--- config.mk ---
export PLATFORM = sky130hd
export DESIGN_NAME = serial_command_line_parser
export DESIGN_NICKNAME = d
export VERILOG_FILES = /design/src/rtl/scl_pkg.sv /design/src/rtl/scl_cmd_match.sv /design/src/rtl/scl_line_editor.sv /design/src/rtl/serial_command_line_parser.sv
export VERILOG_INCLUDE_DIRS = /design/src /design/src/rtl
export SDC_FILE = /design/constraint.sdc
export NUM_CORES = 1
export LEC_CHECK = 0
export ABC_AREA = 1
export BUFFER_PORTS_ARGS = -buffer_cell sky130_fd_sc_hd__buf_2
export CORE_ASPECT_RATIO = 1.5
export CORE_MARGIN = 10
export CORE_UTILIZATION = 30
export DETAILED_ROUTE_END_ITERATION = 12
export HOLD_SLACK_MARGIN = 0.12
export PLACE_DENSITY_LB_ADDON = 0.3
export SYNTH_ARGS = -nofsm -noshare
export SYNTH_HDL_FRONTEND = slang
export SYNTH_HIERARCHICAL = 1
export SYNTH_SLANG_ARGS = --single-unit
--- constraint.sdc ---
create_clock -name clk -period 3.8 [get_ports clk]
set_clock_uncertainty 0.1 [all_clocks]
set_input_delay 0.76 -clock clk [delete_from_list [all_inputs] [get_ports clk]]
set_output_delay 0.76 -clock clk [all_outputs]
set_load 0.01 [all_outputs]
--- src/rtl/serial_command_line_parser_macros.svh ---
// Assertion macros shared by the parser RTL.
// Each macro samples on clk and is disabled while rst_n is low.
`ifndef SERIAL_COMMAND_LINE_PARSER_MACROS_SVH
`define SERIAL_COMMAND_LINE_PARSER_MACROS_SVH

// The consequent must hold in the same cycle as the antecedent.
`define SCLP_ASSERT_IMP(lbl, ante, cons, msg) \
    lbl: assert property (@(posedge clk) disable iff (!rst_n) (ante) |-> (cons)) \
        else $error(msg);

// The consequent must hold in the cycle after the antecedent.
`define SCLP_ASSERT_NXT(lbl, ante, cons, msg) \
    lbl: assert property (@(posedge clk) disable iff (!rst_n) (ante) |=> (cons)) \
        else $error(msg);

`endif

--- src/rtl/scl_pkg.sv ---
package scl_pkg;

    localparam int LINE_BUFFER_SIZE_DEF = 16;

    // Only the first few characters of a line can ever match a command word.
    localparam int SLOTS      = 5;
    localparam int SLOT_IDX_W = $clog2(SLOTS);

    localparam logic [7:0] CHAR_BS    = 8'd8;
    localparam logic [7:0] CHAR_LF    = 8'd10;
    localparam logic [7:0] CHAR_CR    = 8'd13;
    localparam logic [7:0] CHAR_SPACE = 8'd32;
    localparam logic [7:0] CHAR_TILDE = 8'd126;
    localparam logic [7:0] CHAR_DEL   = 8'd127;
    localparam logic [7:0] CHAR_LOW_A = 8'd97;
    localparam logic [7:0] CHAR_LOW_Z = 8'd122;
    localparam logic [7:0] CASE_DIFF  = 8'd32;

    localparam logic [31:0] WORD_DATA  = "DATA";
    localparam logic [39:0] WORD_CLEAN = "CLEAN";
    localparam logic [31:0] WORD_INFO  = "INFO";
    localparam logic [31:0] WORD_HELP  = "HELP";
    localparam int          LEN_SHORT  = 4;
    localparam int          LEN_CLEAN  = 5;

    typedef enum logic [1:0] {
        ACT_NONE,
        ACT_ECHO,
        ACT_ERASE,
        ACT_DONE
    } scl_action_t;

    typedef enum logic [2:0] {
        CMD_DATA,
        CMD_CLEAN,
        CMD_INFO,
        CMD_HELP,
        CMD_UNKNOWN
    } scl_cmd_t;

    typedef logic [SLOTS-1:0][7:0] scl_slots_t;

    typedef struct packed {
        scl_action_t action;
        logic [7:0]  echo_char;
        scl_cmd_t    command_code;
    } scl_result_t;

    function automatic logic [7:0] to_upper(input logic [7:0] c);
        logic [7:0] r;
        r = c;
        if (c >= CHAR_LOW_A && c <= CHAR_LOW_Z)
        begin
            r = c - CASE_DIFF;
        end
        return r;
    endfunction

endpackage

--- src/rtl/scl_cmd_match.sv ---
module scl_cmd_match #(
    parameter int LEN_W = 4
) (
    input  scl_pkg::scl_slots_t slots,
    input  logic [LEN_W-1:0]    line_length,
    output scl_pkg::scl_cmd_t   command_code
);

    logic [31:0] head4;
    logic [39:0] head5;
    logic        len_short;
    logic        len_clean;

    assign head4     = {slots[0], slots[1], slots[2], slots[3]};
    assign head5     = {slots[0], slots[1], slots[2], slots[3], slots[4]};
    assign len_short = (line_length == LEN_W'(scl_pkg::LEN_SHORT));
    assign len_clean = (line_length == LEN_W'(scl_pkg::LEN_CLEAN));

    always_comb
    begin
        if (len_short && head4 == scl_pkg::WORD_DATA)
        begin
            command_code = scl_pkg::CMD_DATA;
        end
        else if (len_clean && head5 == scl_pkg::WORD_CLEAN)
        begin
            command_code = scl_pkg::CMD_CLEAN;
        end
        else if (len_short && head4 == scl_pkg::WORD_INFO)
        begin
            command_code = scl_pkg::CMD_INFO;
        end
        else if (len_short && head4 == scl_pkg::WORD_HELP)
        begin
            command_code = scl_pkg::CMD_HELP;
        end
        else
        begin
            command_code = scl_pkg::CMD_UNKNOWN;
        end
    end

endmodule

--- src/rtl/scl_line_editor.sv ---
`include "serial_command_line_parser_macros.svh"

module scl_line_editor #(
    parameter int LINE_BUFFER_SIZE = scl_pkg::LINE_BUFFER_SIZE_DEF
) (
    input  logic                clk,
    input  logic                rst_n,
    input  logic                step,
    input  logic [7:0]          rx_byte,
    output scl_pkg::scl_result_t result
);

    localparam int              LEN_W   = $clog2(LINE_BUFFER_SIZE);
    localparam logic [LEN_W-1:0] LEN_CAP = LEN_W'(LINE_BUFFER_SIZE - 1);

    logic [LEN_W-1:0]    line_length_reg;
    logic [LEN_W-1:0]    line_length_next;
    scl_pkg::scl_slots_t slot_reg;
    logic [7:0]          c_up;
    logic                store_wr;
    scl_pkg::scl_cmd_t   match_code;

    scl_cmd_match #(
        .LEN_W (LEN_W)
    ) u_match (
        .slots        (slot_reg),
        .line_length  (line_length_reg),
        .command_code (match_code)
    );

    assign c_up = scl_pkg::to_upper(rx_byte);

    always_comb
    begin
        result           = '0;
        line_length_next = line_length_reg;
        store_wr         = 1'b0;
        if (c_up inside {scl_pkg::CHAR_CR, scl_pkg::CHAR_LF})
        begin
            if (line_length_reg != '0)
            begin
                result.action       = scl_pkg::ACT_DONE;
                result.command_code = match_code;
                line_length_next    = '0;
            end
        end
        else if (c_up inside {[scl_pkg::CHAR_SPACE:scl_pkg::CHAR_TILDE]})
        begin
            if (line_length_reg < LEN_CAP)
            begin
                result.action    = scl_pkg::ACT_ECHO;
                result.echo_char = c_up;
                line_length_next = line_length_reg + 1'b1;
                store_wr         = 1'b1;
            end
        end
        else if (c_up inside {scl_pkg::CHAR_DEL, scl_pkg::CHAR_BS})
        begin
            if (line_length_reg != '0)
            begin
                result.action    = scl_pkg::ACT_ERASE;
                line_length_next = line_length_reg - 1'b1;
            end
        end
    end

    always_ff @(posedge clk or negedge rst_n)
    begin
        if (!rst_n)
        begin
            line_length_reg <= '0;
        end
        else if (step)
        begin
            line_length_reg <= line_length_next;
        end
    end

    // Characters past the longest command word are counted but not kept.
    always_ff @(posedge clk)
    begin
        for (int i = 0; i < scl_pkg::SLOTS; i++)
        begin
            if (step && store_wr && line_length_reg == LEN_W'(i))
            begin
                slot_reg[i] <= c_up;
            end
        end
    end

    `SCLP_ASSERT_IMP(a_len_cap, 1'b1, line_length_reg <= LEN_CAP, "Line length exceeds capacity.")
    `SCLP_ASSERT_NXT(a_done_clears, step && result.action == scl_pkg::ACT_DONE, line_length_reg == '0, "Completed command did not empty the line.")
    `SCLP_ASSERT_NXT(a_erase_dec, step && result.action == scl_pkg::ACT_ERASE, line_length_reg == $past(line_length_reg) - 1'b1, "Erase did not shorten the line by one.")

endmodule

--- src/rtl/serial_command_line_parser.sv ---
// A byte taken on the input is held in in_byte_reg; its result is then registered
// in out_result_reg. Throughput: one byte per cycle unless m_tready holds the output;
// the line state updates in the same cycle as the result, so bytes follow without gaps.
// Reset (rst_n, asynchronous, active low) empties the line and both stages.
`include "serial_command_line_parser_macros.svh"

module serial_command_line_parser #(
    parameter int LINE_BUFFER_SIZE = scl_pkg::LINE_BUFFER_SIZE_DEF
) (
    input  logic        clk,
    input  logic        rst_n,
    input  logic        s_tvalid,
    output logic        s_tready,
    input  logic [7:0]  s_tdata,   // [7:0] rx_byte
    output logic        m_tvalid,
    input  logic        m_tready,
    output logic [15:0] m_tdata,   // [7:0] echo_char, [10:8] command_code, rest zero
    output logic [1:0]  m_tuser    // [1:0] action
);

    logic                 in_valid_reg;
    logic [7:0]           in_byte_reg;
    logic                 out_valid_reg;
    scl_pkg::scl_result_t out_result_reg;
    scl_pkg::scl_result_t result_next;
    logic                 advance;

    assign advance  = in_valid_reg && (!out_valid_reg || m_tready);
    assign s_tready = !in_valid_reg || advance;

    scl_line_editor #(
        .LINE_BUFFER_SIZE (LINE_BUFFER_SIZE)
    ) u_editor (
        .clk     (clk),
        .rst_n   (rst_n),
        .step    (advance),
        .rx_byte (in_byte_reg),
        .result  (result_next)
    );

    always_ff @(posedge clk or negedge rst_n)
    begin
        if (!rst_n)
        begin
            in_valid_reg  <= 1'b0;
            out_valid_reg <= 1'b0;
        end
        else
        begin
            if (s_tready)
            begin
                in_valid_reg <= s_tvalid;
            end
            if (advance)
            begin
                out_valid_reg <= 1'b1;
            end
            else if (m_tready)
            begin
                out_valid_reg <= 1'b0;
            end
        end
    end

    always_ff @(posedge clk)
    begin
        if (s_tvalid && s_tready)
        begin
            in_byte_reg <= s_tdata;
        end
        if (advance)
        begin
            out_result_reg <= result_next;
        end
    end

    assign m_tvalid = out_valid_reg;
    assign m_tuser  = out_result_reg.action;
    assign m_tdata  = {5'b0, out_result_reg.command_code, out_result_reg.echo_char};

    `SCLP_ASSERT_IMP(a_echo_printable, m_tvalid && out_result_reg.action == scl_pkg::ACT_ECHO, out_result_reg.echo_char >= scl_pkg::CHAR_SPACE && out_result_reg.echo_char <= scl_pkg::CHAR_TILDE && !(out_result_reg.echo_char >= scl_pkg::CHAR_LOW_A && out_result_reg.echo_char <= scl_pkg::CHAR_LOW_Z), "Echoed character is not an uppercased printable byte.")
    `SCLP_ASSERT_IMP(a_echo_zero, m_tvalid && out_result_reg.action != scl_pkg::ACT_ECHO, out_result_reg.echo_char == 8'd0, "Echo character set without an echo.")
    `SCLP_ASSERT_IMP(a_code_zero, m_tvalid && out_result_reg.action != scl_pkg::ACT_DONE, out_result_reg.command_code == scl_pkg::CMD_DATA, "Command code set without a completed command.")

endmodule
* Word-level counts from Yosys, hierarchy flattened *
Cells that the tools add are included.

storage, ports and cells
  output and inout bits = 20
  flip-flop bits (word level) = 67
  input bits = 12
  word-level logic and storage cells = 92

cells by class
  equality and inequality tests = 15
  magnitude comparators = 5
  reduce and logical (&&, ||, !) cells = 30
  bitwise gates (word level) = 4
  add/sub/neg operators = 3
  mux-type cells = 21

operator list
  operator                                               number
  equality test 32 x 31 -> 1 bit, second input constant  3
  equality test 40 x 39 -> 1 bit, second input constant  1
  equality test 8 x 4 -> 1 bit, second input constant    3
  2-to-1 mux 4 bit                                       6
  <= comparator 8 x 7 -> 1 bit, second input constant    2
  logical AND 1 bit                                      14
  2-to-1 mux 2 bit                                       6
  2-to-1 mux 9 bit                                       1
  equality test 4 x 2 -> 1 bit, second input constant    2
  equality test 4 x 3 -> 1 bit, second input constant    2
  equality test 8 x 7 -> 1 bit, second input constant    1
  >= comparator 8 x 6 -> 1 bit, second input constant    1
  >= comparator 8 x 7 -> 1 bit, second input constant    1
  2-to-1 mux 8 bit                                       1
  nonzero test 2 bit                                     4
  subtractor 8 x 6 -> 8 bit, second input constant       1
  2-to-1 mux 1 bit                                       6
  OR reduction 3 bit                                     2
  AND reduction 5 bit                                    1
  OR reduction 5 bit                                     1
  adder 4 x 1 -> 4 bit, second input constant            1
  equality test 4 x 1 -> 1 bit, second input constant    1
  zero test 4 bit                                        1
  less-than comparator 4 bit, second input constant      1
  other kinds (10)                                       15

* Longest topological paths before layout *
Gate-level depths: netlist of run 1.

  depth after elaboration = 9
  depth in mapped cells = 16
  depth with buffers taken out = 16

* By module *
Netlist of run 1, hierarchy kept.

by module, submodules not included
  module                      area each (um2)  cells an instance  times used  sequential area each (um2)
  scl_line_editor             2079.5           196                1           1301.2
  serial_command_line_parser  767.0            39                 1           680.7
  scl_cmd_match               514.2            127                1           0.0

* Worst setup path before layout of run 1 *
No wires, ideal clock.

  path kind = in2reg
  from = input port m_tready
  to = register u_editor/slot_reg[32] in the netlist's numbering, enable pin
  arrival time = 2.850 ns
  setup time = 0.395 ns
  path buffers = 0
  data required time = 3.305 ns
  stages = 4
  setup slack = 0.456 ns
  cells stage by stage = inv_2 a21oi_1 nand4_1 nor4_1

between the ends
  word-level cells in the longest chain between the ends = 4

RTL lines
  element                          line                              source
  start: declaration               serial_command_line_parser.sv:16  input logic m_tready,
  logical OR 1 bit                 serial_command_line_parser.sv:28  assign advance = in_valid_reg && (!out_valid_reg || m_tready);
  logical AND 1 bit                serial_command_line_parser.sv:28
  net advance                      serial_command_line_parser.sv:26  logic advance;
  logical AND 1 bit (2 in series)  scl_line_editor.sv:84             if (step && store_wr && line_length_reg == LEN_W'(i))
  end signal: indexed assignment   scl_line_editor.sv:86             slot_reg[i] <= c_up;
  end: declaration                 scl_line_editor.sv:18             scl_pkg::scl_slots_t slot_reg;

The timed path passes the listed nets, and every way through them passes these cells.
A chain may end at the register's enable or synchronous reset.

* Worst setup path in the final report of run 1 *
  from = register in_byte_reg[2]
  to = register u_editor/slot_reg[2] in the netlist's numbering, enable pin

between the ends
  word-level cells in the longest chain between the ends = 9
  elaborated cells between the ends (all ways) = 15
  those cells by class = 1 x add/sub; 4 x order compare; 2 x eq/ne; 3 x mux; 5 x reduce/logical

RTL lines
  element                                                                       line                              source
  start: declaration                                                            serial_command_line_parser.sv:22  logic [7:0] in_byte_reg;
  start signal: assignment                                                      serial_command_line_parser.sv:69  in_byte_reg <= s_tdata;
  >= comparator 8 x 7 -> 1 bit or <= comparator 8 x 7 -> 1 bit (tied branches)  scl_pkg.sv:52                     if (c >= CHAR_LOW_A && c <= CHAR_LOW_Z)
  logical AND 1 bit                                                             scl_pkg.sv:52
  2-to-1 mux 8 bit (*)                                                          scl_pkg.sv:52
  net u_editor.c_up[6]                                                          scl_line_editor.sv:19             logic [7:0] c_up;
  >= comparator 8 x 6 -> 1 bit or <= comparator 8 x 7 -> 1 bit (tied branches)  scl_line_editor.sv:47             else if (c_up inside {[scl_pkg::CHAR_SPACE:scl_pkg::CHAR_TILDE]})
  logical AND 1 bit                                                             scl_line_editor.sv:47
  2-to-1 mux 1 bit                                                              scl_line_editor.sv:47
  2-to-1 mux 1 bit (*)                                                          scl_line_editor.sv:38             if (c_up inside {scl_pkg::CHAR_CR, scl_pkg::CHAR_LF})
  logical AND 1 bit (*) (2 in series)                                           scl_line_editor.sv:84

The timed path passes the listed nets; every way through them passes the cells marked *.

==> results of run 1 <==
-- cell families (layout without fill, tap and decap cells) --
family                   count (synthesis)  count (layout)  synth area share (%)
AO/OA/AOI/OAI                           10              10                  2.05
other                                    2               6                 0.223
flip-flops                              67              67                  59.0
XOR/XNOR                                 3               3                 0.782
adder cells (fa/ha/maj)                  5               5                  1.86
AND/OR/NAND/NOR                        203             203                  27.2
multiplexers                             1               1                 0.298
buffers and inverters                   71             107                  8.60
-- layout by cell type, fill, tap and decap left out --
cell type,Yosys,final
nand3_4,2,2
clkinv_1,1,3
nand3_1,12,12
nor2_2,2,2
buf_2,0,26
a21oi_2,0,1
clkbuf_16,0,9
bufinv_16,0,2
nand3_2,3,3
o21a_1,1,1
inv_1,50,50
mux2i_1,1,1
nand2_2,11,11
nand4_1,4,4
o21ai_2,1,1
nor2_1,63,63
clkinv_2,0,1
edfxtp_1,61,61
a31oi_1,1,1
xor2_1,3,3
inv_2,13,13
clkinv_4,0,1
o21ai_0,2,2
nand2_1,97,97
a21oi_4,1,1
conb_1,2,6
nand3b_1,2,2
buf_4,6,2
nor2_4,5,5
nor4_1,1,1
nor3_1,1,1
a21oi_1,4,3
dfrtp_1,6,6
ha_1,5,5
-- worst min-delay path by stage --
stage | end | slack (ps)
floorplan | in_valid_reg | 360
global placement | m_tvalid | 400
detailed placement | m_tvalid | 410
CTS | u_editor/line_length_reg[2] | 140
global route | u_editor/line_length_reg[0] | 140
finish | u_editor/line_length_reg[0] | 150
-- routing by layer --
metal | routed length [um] | vias to the layer above | part of all wire (%) | track usage (%)
li1 | - | 1201 | - | -
met1 | 2640 | 1059 | 37 | 9.37
met2 | 4100 | 53 | 57 | 18.9
met3 | 275 | 8 | 3.8 | 2.80
met4 | 141 | 0 | 2.0 | 4.69
met5 | 0 | - | 0 | 0
-- through the flow --
step | instances | setup WS (ps) | cell area [um^2] | hold slack (ps) | utilization (%)
after floorplan | 366 | 456 | 3380 | 364 | -
after global placement | 534 | 803 | 3660 | 402 | 33.3
after detailed placement | 534 | 755 | 3660 | 413 | 33.3
after CTS | 549 | 740 | 3970 | 142 | 36.1
after global routing | 549 | 457 | 3970 | 144 | 36.1
final | 549 | 768 | 3970 | 150 | 36.1
-- Yosys cell counts (2+ instances only) --
master,n,area [um^2]
nand3_1,12,60.1
a21oi_1,4,20.0
xor2_1,3,26.3
edfxtp_1,61,1830
ha_1,5,62.6
buf_4,6,45.0
nand2_1,97,364
o21ai_0,2,10.0
nor2_2,2,12.5
nand3_4,2,35.0
inv_2,13,48.8
conb_1,2,7.51
nand4_1,4,25.0
nor2_4,5,56.3
inv_1,50,188
nor2_1,63,236
nand3_2,3,30.0
nand3b_1,2,15.0
dfrtp_1,6,150
nand2_2,11,68.8
-- power by group --
part           switching (mW)  internal [mW]
registers              0.0680          0.867
clock network           0.281          0.565
logic                   0.216          0.115
-- layout make-up --
cell class                      instances  area share [%]
Sequential cell                        67            50.0
Multi-Input combinational cell        228            27.9
Inverter                               64            6.06
Clock buffer                            9            5.68
Tap cell                              147            4.64
Timing Repair Buffer                   28            3.66
Clock inverter                          6            2.05
==> summary.md, run 1 <==
| Metric | Value |
|---|---|
| Status | `finished, final reports clean` |
| CP Cell Sequence | `inv_1 > nand2_1 > nor2_1 > nand2_1 > nand3_2 > nand2_2 > nand2_1 > nand2_1 > nand3_4 > nand4_1 > nor2_1` |
| Drt drc | `0` |
| Post-Syn Area | `roughly 3400 um^2` |
| Ys Warns | `6` |
| Post-DP HPWL | `between 5000 and 6000 um` |
| Largest register FFs | `40` |
| Critical Path End | `u_editor/slot_reg[2]` |
| Slowest CP cell | `nor2_1` |
| Gpl congestion | `0.786` |
| Cell repeated most along the worst path | `nand2_1` |
| CTS tree | `yes` |
| Total power | `2.11 mW` |
| GRT Util Overall | `under 10%` |
| Critical path launch point | `in_byte_reg[2]` |
| H-tree depth | `3` |
| Reg2reg start | `in_byte_reg[2]` |
| Setup violations, final | `0` |
| RSZ-0062 raised after global routing | `false` |
| Worst slew margin | `about 54%` |
| Total gr overflow | `0` |
| Worst path bufs/invs | `1` |
| Multi-input gate area | `around 1100 um^2` |
| # port buffers | `26` |
| Hold crit path type | `input pin to asynchronous set/reset pin` |
| Seq/Total Area, Yosys | `59.0%` |
| 1st-pass router iterations | `4` |
| Critical Path Max Stage Delay | `600 ps` |
| Yosys reg bits | `between 60 and 70` |
| Fin. Hold Viols | `0` |
| Drt wl/cell | `approximately 13 um` |
| Share of layout cells above drive strength 1 | `around a fifth` |
| Mapped Avg Cell Area | `about 9.3 um^2` |
| Post-synthesis cell count | `362` |
| TritonCTS buffer count | `9` |
| Clock sinks | `67` |
| Crit end category | `flip-flop` |
| Slew Limit Fails | `0` |
| Number of synthesized flops with an enable pin | `roughly 60` |
| Post_cts resized | `0` |
| Vias in the first global route | `between 2000 and 2500` |
| Max-cap violations | `0` |
| Initial core utilization | `30.6%` |
| Clock Tree Buf Depth | `2` |
| Layout fillers | `1097` |
| Die Ht | `between 100 and 150 um` |
| Post-Route Setup TNS | `0 ps` |
| Initial antenna violation count | `0` |
| Total length of routed wires | `roughly 7200 um` |
| Antenna violation net count after detailed routing | `0` |
| Diodes inserted | `0` |
| Worst path depth | `11` |
| CTS Root Cell | `clkbuf_16` |
| Critical path required time | `between 3000 and 4000 ps` |
| Final net count | `between 400 and 500` |
| Static leakage | `between 1.5 and 2 nW` |
| CP startpoint kind | `flip-flop` |
| Largest net degree at the start of global routing | `16` |
| Total number of vias | `roughly 2300` |
| Reg-to-reg slack, setup | `between 700 and 800 ps` |
| R2r worst-path depth | `11` |
| Setup Fix Bufs, Post-CTS | `0` |
| Clk slew on worst S/H paths | `roughly 50 ps` |
| Synth unique cells | `29` |
| First-pass GRT wire length | `roughly 12000 um` |
| Vias/cell | `4.23` |
| Die Span X | `~110 um` |
| Row cnt | `47` |
| CP delay by family, top | `simple AND/OR/NAND/NOR gates` |
| CTS Hold Bufs | `0` |
| R2r endpoint | `u_editor/slot_reg[2]` |
| Die area | `approximately 16000 um^2` |
| Post-synth ARST share | `about 9%` |
| FF+latch area | `roughly 2000 um^2` |
| CP Class | `flip-flop to flip-flop` |
| Worst-path maximum fanout | `10` |
| I/O pins | `32` |
| Top_reg_cell synth | `edfxtp_1` |
| Core footprint | `approximately 11000 um^2` |
| Fin crit period | `slightly above 3000 ps` |
| Fmax | `0.330 GHz` |
| Slew at the pin closest to its max-slew limit | `between 600 and 700 ps` |
| Peak supply drop | `slightly below 0.4 mV` |
| Pwr dens | `533 nW/um^2` |
| Fin crit share | `79.8%` |
| Worst-Skew Late Latency | `~330 ps` |
| Drt first-iter violations | `roughly 120` |
| Worst path arrival time | `about 2900 ps` |
| Layout area overhead | `18.0%` |
No activity file was read; power rests on OpenSTA's default activity.
==> run 2, diff against run 1 <==
--- a/config.mk
+++ b/config.mk
@@ -6,7 +6,7 @@
 export SDC_FILE = /design/constraint.sdc
 export NUM_CORES = 1
 export LEC_CHECK = 0
-export ABC_AREA = 1
+export ABC_AREA = 0
 export BUFFER_PORTS_ARGS = -buffer_cell sky130_fd_sc_hd__buf_2
 export CORE_ASPECT_RATIO = 1.5
 export CORE_MARGIN = 10
==> constraint.sdc (replaced) <==
create_clock -name clk -period 2.95 [get_ports clk]
set_clock_uncertainty 0.1 [all_clocks]
set_input_delay 0.59 -clock clk [delete_from_list [all_inputs] [get_ports clk]]
set_output_delay 0.59 -clock clk [all_outputs]
set_load 0.01 [all_outputs]
==> run 2 against run 1 <==
Fmax rose by 23%. Critical path type unchanged. Highest routed layer unchanged. Critical path depth fell by 5. Via count fell by 25%. Combinational power fell by 17%. Clock power rose by 41%. Count of clock-buffer cells in the layout rose by 2. Worst hold slack improved by 190 ps. Synthesized cell count fell by 44%. Sequential power rose by 22%. Sequential share of layout area rose by 5.1 points.
==> summary.md, run 2 <==
| Metric | Value |
|---|---|
| Critical path required time | `2830 ps (-830 ps)` |
| Largest register FFs | `40 (unchanged)` |
| Finished Cell Area | `3600 um^2 (-9.3%)` |
| Synth unique cells | `56 (+93%)` |
| Max-cap violations | `0 (unchanged)` |
| Commonest cells after routing, fill and taps aside | `61 x edfxtp_1, 26 x buf_2, 10 x nor2_1, 9 x clkbuf_16` |
| CTS Root Cell | `clkbuf_16` |
| TritonCTS buffer count | `9 (unchanged)` |
| Share of layout cells above drive strength 1 | `29.5% (+9.6 points)` |
| Mapped Avg Cell Area | `14.9 um^2 (+60%)` |
| Static leakage | `1.31 nW (-24%)` |
| Area share of the largest cell type after synthesis | `61.0% (+6.5 points)` |
| Drt drc | `0 (unchanged)` |
| CP Class | `flip-flop to flip-flop` |
| Post-Route Setup TNS | `0 ps (unchanged)` |
| Clk slew on worst S/H paths | `50 ps (about the same)` |
| R2r endpoint | `u_editor/slot_reg[27]` |
| I/O pins | `32 (unchanged)` |
| Diodes inserted | `0 (unchanged)` |
| Reg2reg start | `in_byte_reg[3]` |
| Fmax | `0.406 GHz (+23%)` |
| Layout area overhead | `19.7%` |
| Fin crit share | `83.6% (+3.8 points)` |
| Met2 WL | `3110 um (-24%)` |
| Pwr dens | `723 nW/um^2 (+36%)` |
| Net Sw Frac | `21.9% (-4.9 points)` |
| Setup Fix Bufs, Post-CTS | `0 (unchanged)` |
| Drt first-iter violations | `88 (-23%)` |
| Post-Syn Area | `3000 um^2 (-11%)` |
| Min-delay src | `s_tdata[6]` |
| Peak supply drop | `0.293 mV (-24%)` |
| NetSw | `0.570 mW (+0.77%)` |
| Slew Limit Fails | `0 (unchanged)` |
| GRT Util Overall | `8.73% (-1.1 points)` |
| Crit end category | `flip-flop` |
| Yosys reg bits | `67 (unchanged)` |
| WL met3 | `298 um (+8.4%)` |
| Row cnt | `44 (-6.4%)` |
| # port buffers | `26 (unchanged)` |
| Seq/Total Area, Yosys | `66.0% (+7.0 points)` |
| Core footprint | `9740 um^2 (-11%)` |
| CTS Hold Bufs | `1 (+1)` |
| Ys Warns | `6 (unchanged)` |
| Total gr overflow | `0 (unchanged)` |
| Status | `finished, final reports clean` |
| Clock sinks | `67 (unchanged)` |
| Dominant cells by area after synthesis | `edfxtp_1 61%, dfrtp_1 5.0%, ha_1 2.1%` |
| Hold path endpoint | `in_byte_reg[6]` |
| Total number of vias | `1743 (-25%)` |
| Clock share of power | `45.6% (+5.6 points)` |
| Most common cell in the synthesized netlist | `edfxtp_1` |
| Die Ht | `143 um (-4.7%)` |
| CTS tree | `yes` |
| Min-Delay Path Depth | `1` |
| Synth area leader | `edfxtp_1` |
| Top_reg_cell synth | `edfxtp_1` |
| 1st-pass router iterations | `4 (unchanged)` |
| Worst-path maximum fanout | `9 (-1)` |
| Fin crit period | `2460 ps (-567 ps)` |
| Post-synth ARST share | `8.96% (unchanged)` |
| Initial core utilization | `30.8% (+0.27 points)` |
| Vias/cell | `4.86 (+15%)` |
| Die area | `14500 um^2 (-8.9%)` |
| H-tree depth | `3 (unchanged)` |
| Setup violations, final | `0 (unchanged)` |
| Slew at the pin closest to its max-slew limit | `647 ps (-43.1 ps)` |
| Max layer used | `met4` |
| Commonest non-fill, non-tap cell in the layout | `edfxtp_1` |
| Drt wl/cell | `16.7 um (+28%)` |
| DRT met1 WL | `2310 um (-12%)` |
| Worst slew margin | `56.9% (+3.0 points)` |
| Vias in the first global route | `1803 (-24%)` |
| Initial antenna violation count | `0 (unchanged)` |
| R2r worst-path depth | `6 (-5)` |
| Post-DP HPWL | `4520 um (-18%)` |
| Die Span X | `102 um (-4.4%)` |
| Total length of routed wires | `5980 um (-16%)` |
| Reg-to-reg slack, setup | `490 ps (-280 ps)` |
| Fin. Hold Viols | `0 (unchanged)` |
| Seq pwr share | `43.8% (-0.5 points)` |
| Post-synthesis cell count | `202 (-44%)` |
| Clock Tree Buf Depth | `2 (unchanged)` |
| Hold crit path type | `input pin to flip-flop` |
| Largest net degree at the start of global routing | `17 (+1)` |
| First-pass GRT wire length | `9510 um (-19%)` |
| Comb pwr share | `10.6% (-5.1 points)` |
| RSZ-0062 raised after global routing | `false` |
| Gpl congestion | `0.855 (+8.7%)` |
| Antenna violation net count after detailed routing | `0 (unchanged)` |
| Post_cts resized | `0 (unchanged)` |
| Synth cell count leaders | `61 x edfxtp_1, 10 x nor2_1, 8 x nand3_1, 8 x nor3_1, 7 x inv_1` |
| Int Power | `2.03 mW (+31%)` |
| Worst-Skew Late Latency | `320 ps (about the same)` |
| DP Area | `3250 um^2 (-11%)` |
| CP startpoint kind | `flip-flop` |
| Final net count | `256 (-38%)` |
| Number of synthesized flops with an enable pin | `61 (unchanged)` |
| Worst path arrival time | `2340 ps (-550 ps)` |
-- run 2: cell count changes after synthesis, moves of 6 or more --
cell / previous run / this run
nand2_1: 97 / 5
nor2_1: 63 / 10
inv_1: 50 / 7
inv_2: 13 / 0
nand2_2: 11 / 1
nor3_1: 1 / 8
and2_1: 0 / 6
and3_1: 0 / 6
-- run 2: worst max path at each step --
stage                   startpoint                     to  slack (ps)
detailed placement  in_byte_reg[3]  u_editor/slot_reg[29]         470
CTS                 in_byte_reg[3]  u_editor/slot_reg[29]         470
floorplan           in_byte_reg[3]   u_editor/slot_reg[0]         710
finish              in_byte_reg[3]  u_editor/slot_reg[27]         490
global route        in_byte_reg[0]  u_editor/slot_reg[25]         310
global placement    in_byte_reg[3]  u_editor/slot_reg[27]         570
-- run 2: power by group through the flow --
stage                     sequential, mW  combinational [mW]  clock [mW]
after floorplan                     1.15               0.192           0
after global placement              1.16               0.280           0
after detailed placement            1.16               0.276           0
after CTS                           1.14               0.278        1.21
after global routing                1.15               0.308        1.25
final                               1.14               0.276        1.19
-- run 2: metal layers --
layer | GRT usage (%) | vias up
met3 | 2.77 | 14
met4 | 6.65 | 0
met5 | 0 | -
li1 | - | 843
met2 | 14.6 | 39
met1 | 8.77 | 847
-- run 2: layout make-up --
cell class	instances	area, um^2
Inverter	8	32.5
Clock buffer	11	233
Tap cell	115	144
Sequential cell	67	1980
Fill cell	914	6150
Clock inverter	5	101
Timing Repair Buffer	29	155
Multi-Input combinational cell	124	948
-- run 2: worst max-delay path, cell delays in order (launching register included) --
cell and delay (ps):
edfxtp_1 510, nor3_1 290, o2bb2ai_2 220, o21ba_4 230
inv_4 60, nor3_1 250, and3_1 460
-- run 2: cell families (layout without fill, tap and decap cells) --
logic type / Yosys count / in the layout / synth area share (%)
AND/OR/NAND/NOR: 84 / 84 / 19.3
buffers and inverters: 15 / 53 / 2.96
multiplexers: 3 / 3 / 1.00
other: 2 / 6 / 0.250
flip-flops: 67 / 67 / 66.0
adder cells (fa/ha/maj): 5 / 5 / 2.08
AO/OA/AOI/OAI: 26 / 26 / 8.41
-- run 2: metrics by stage --
step	power [mW]	instances	setup WS [ps]	util, %	hold slack [ps]
after floorplan	1.35	206	710	-	194
after global placement	1.44	342	570	33.4	321
after detailed placement	1.43	342	473	33.4	327
after CTS	2.63	359	472	36.9	326
after global routing	2.71	359	311	36.9	329
final	2.60	359	485	36.9	339
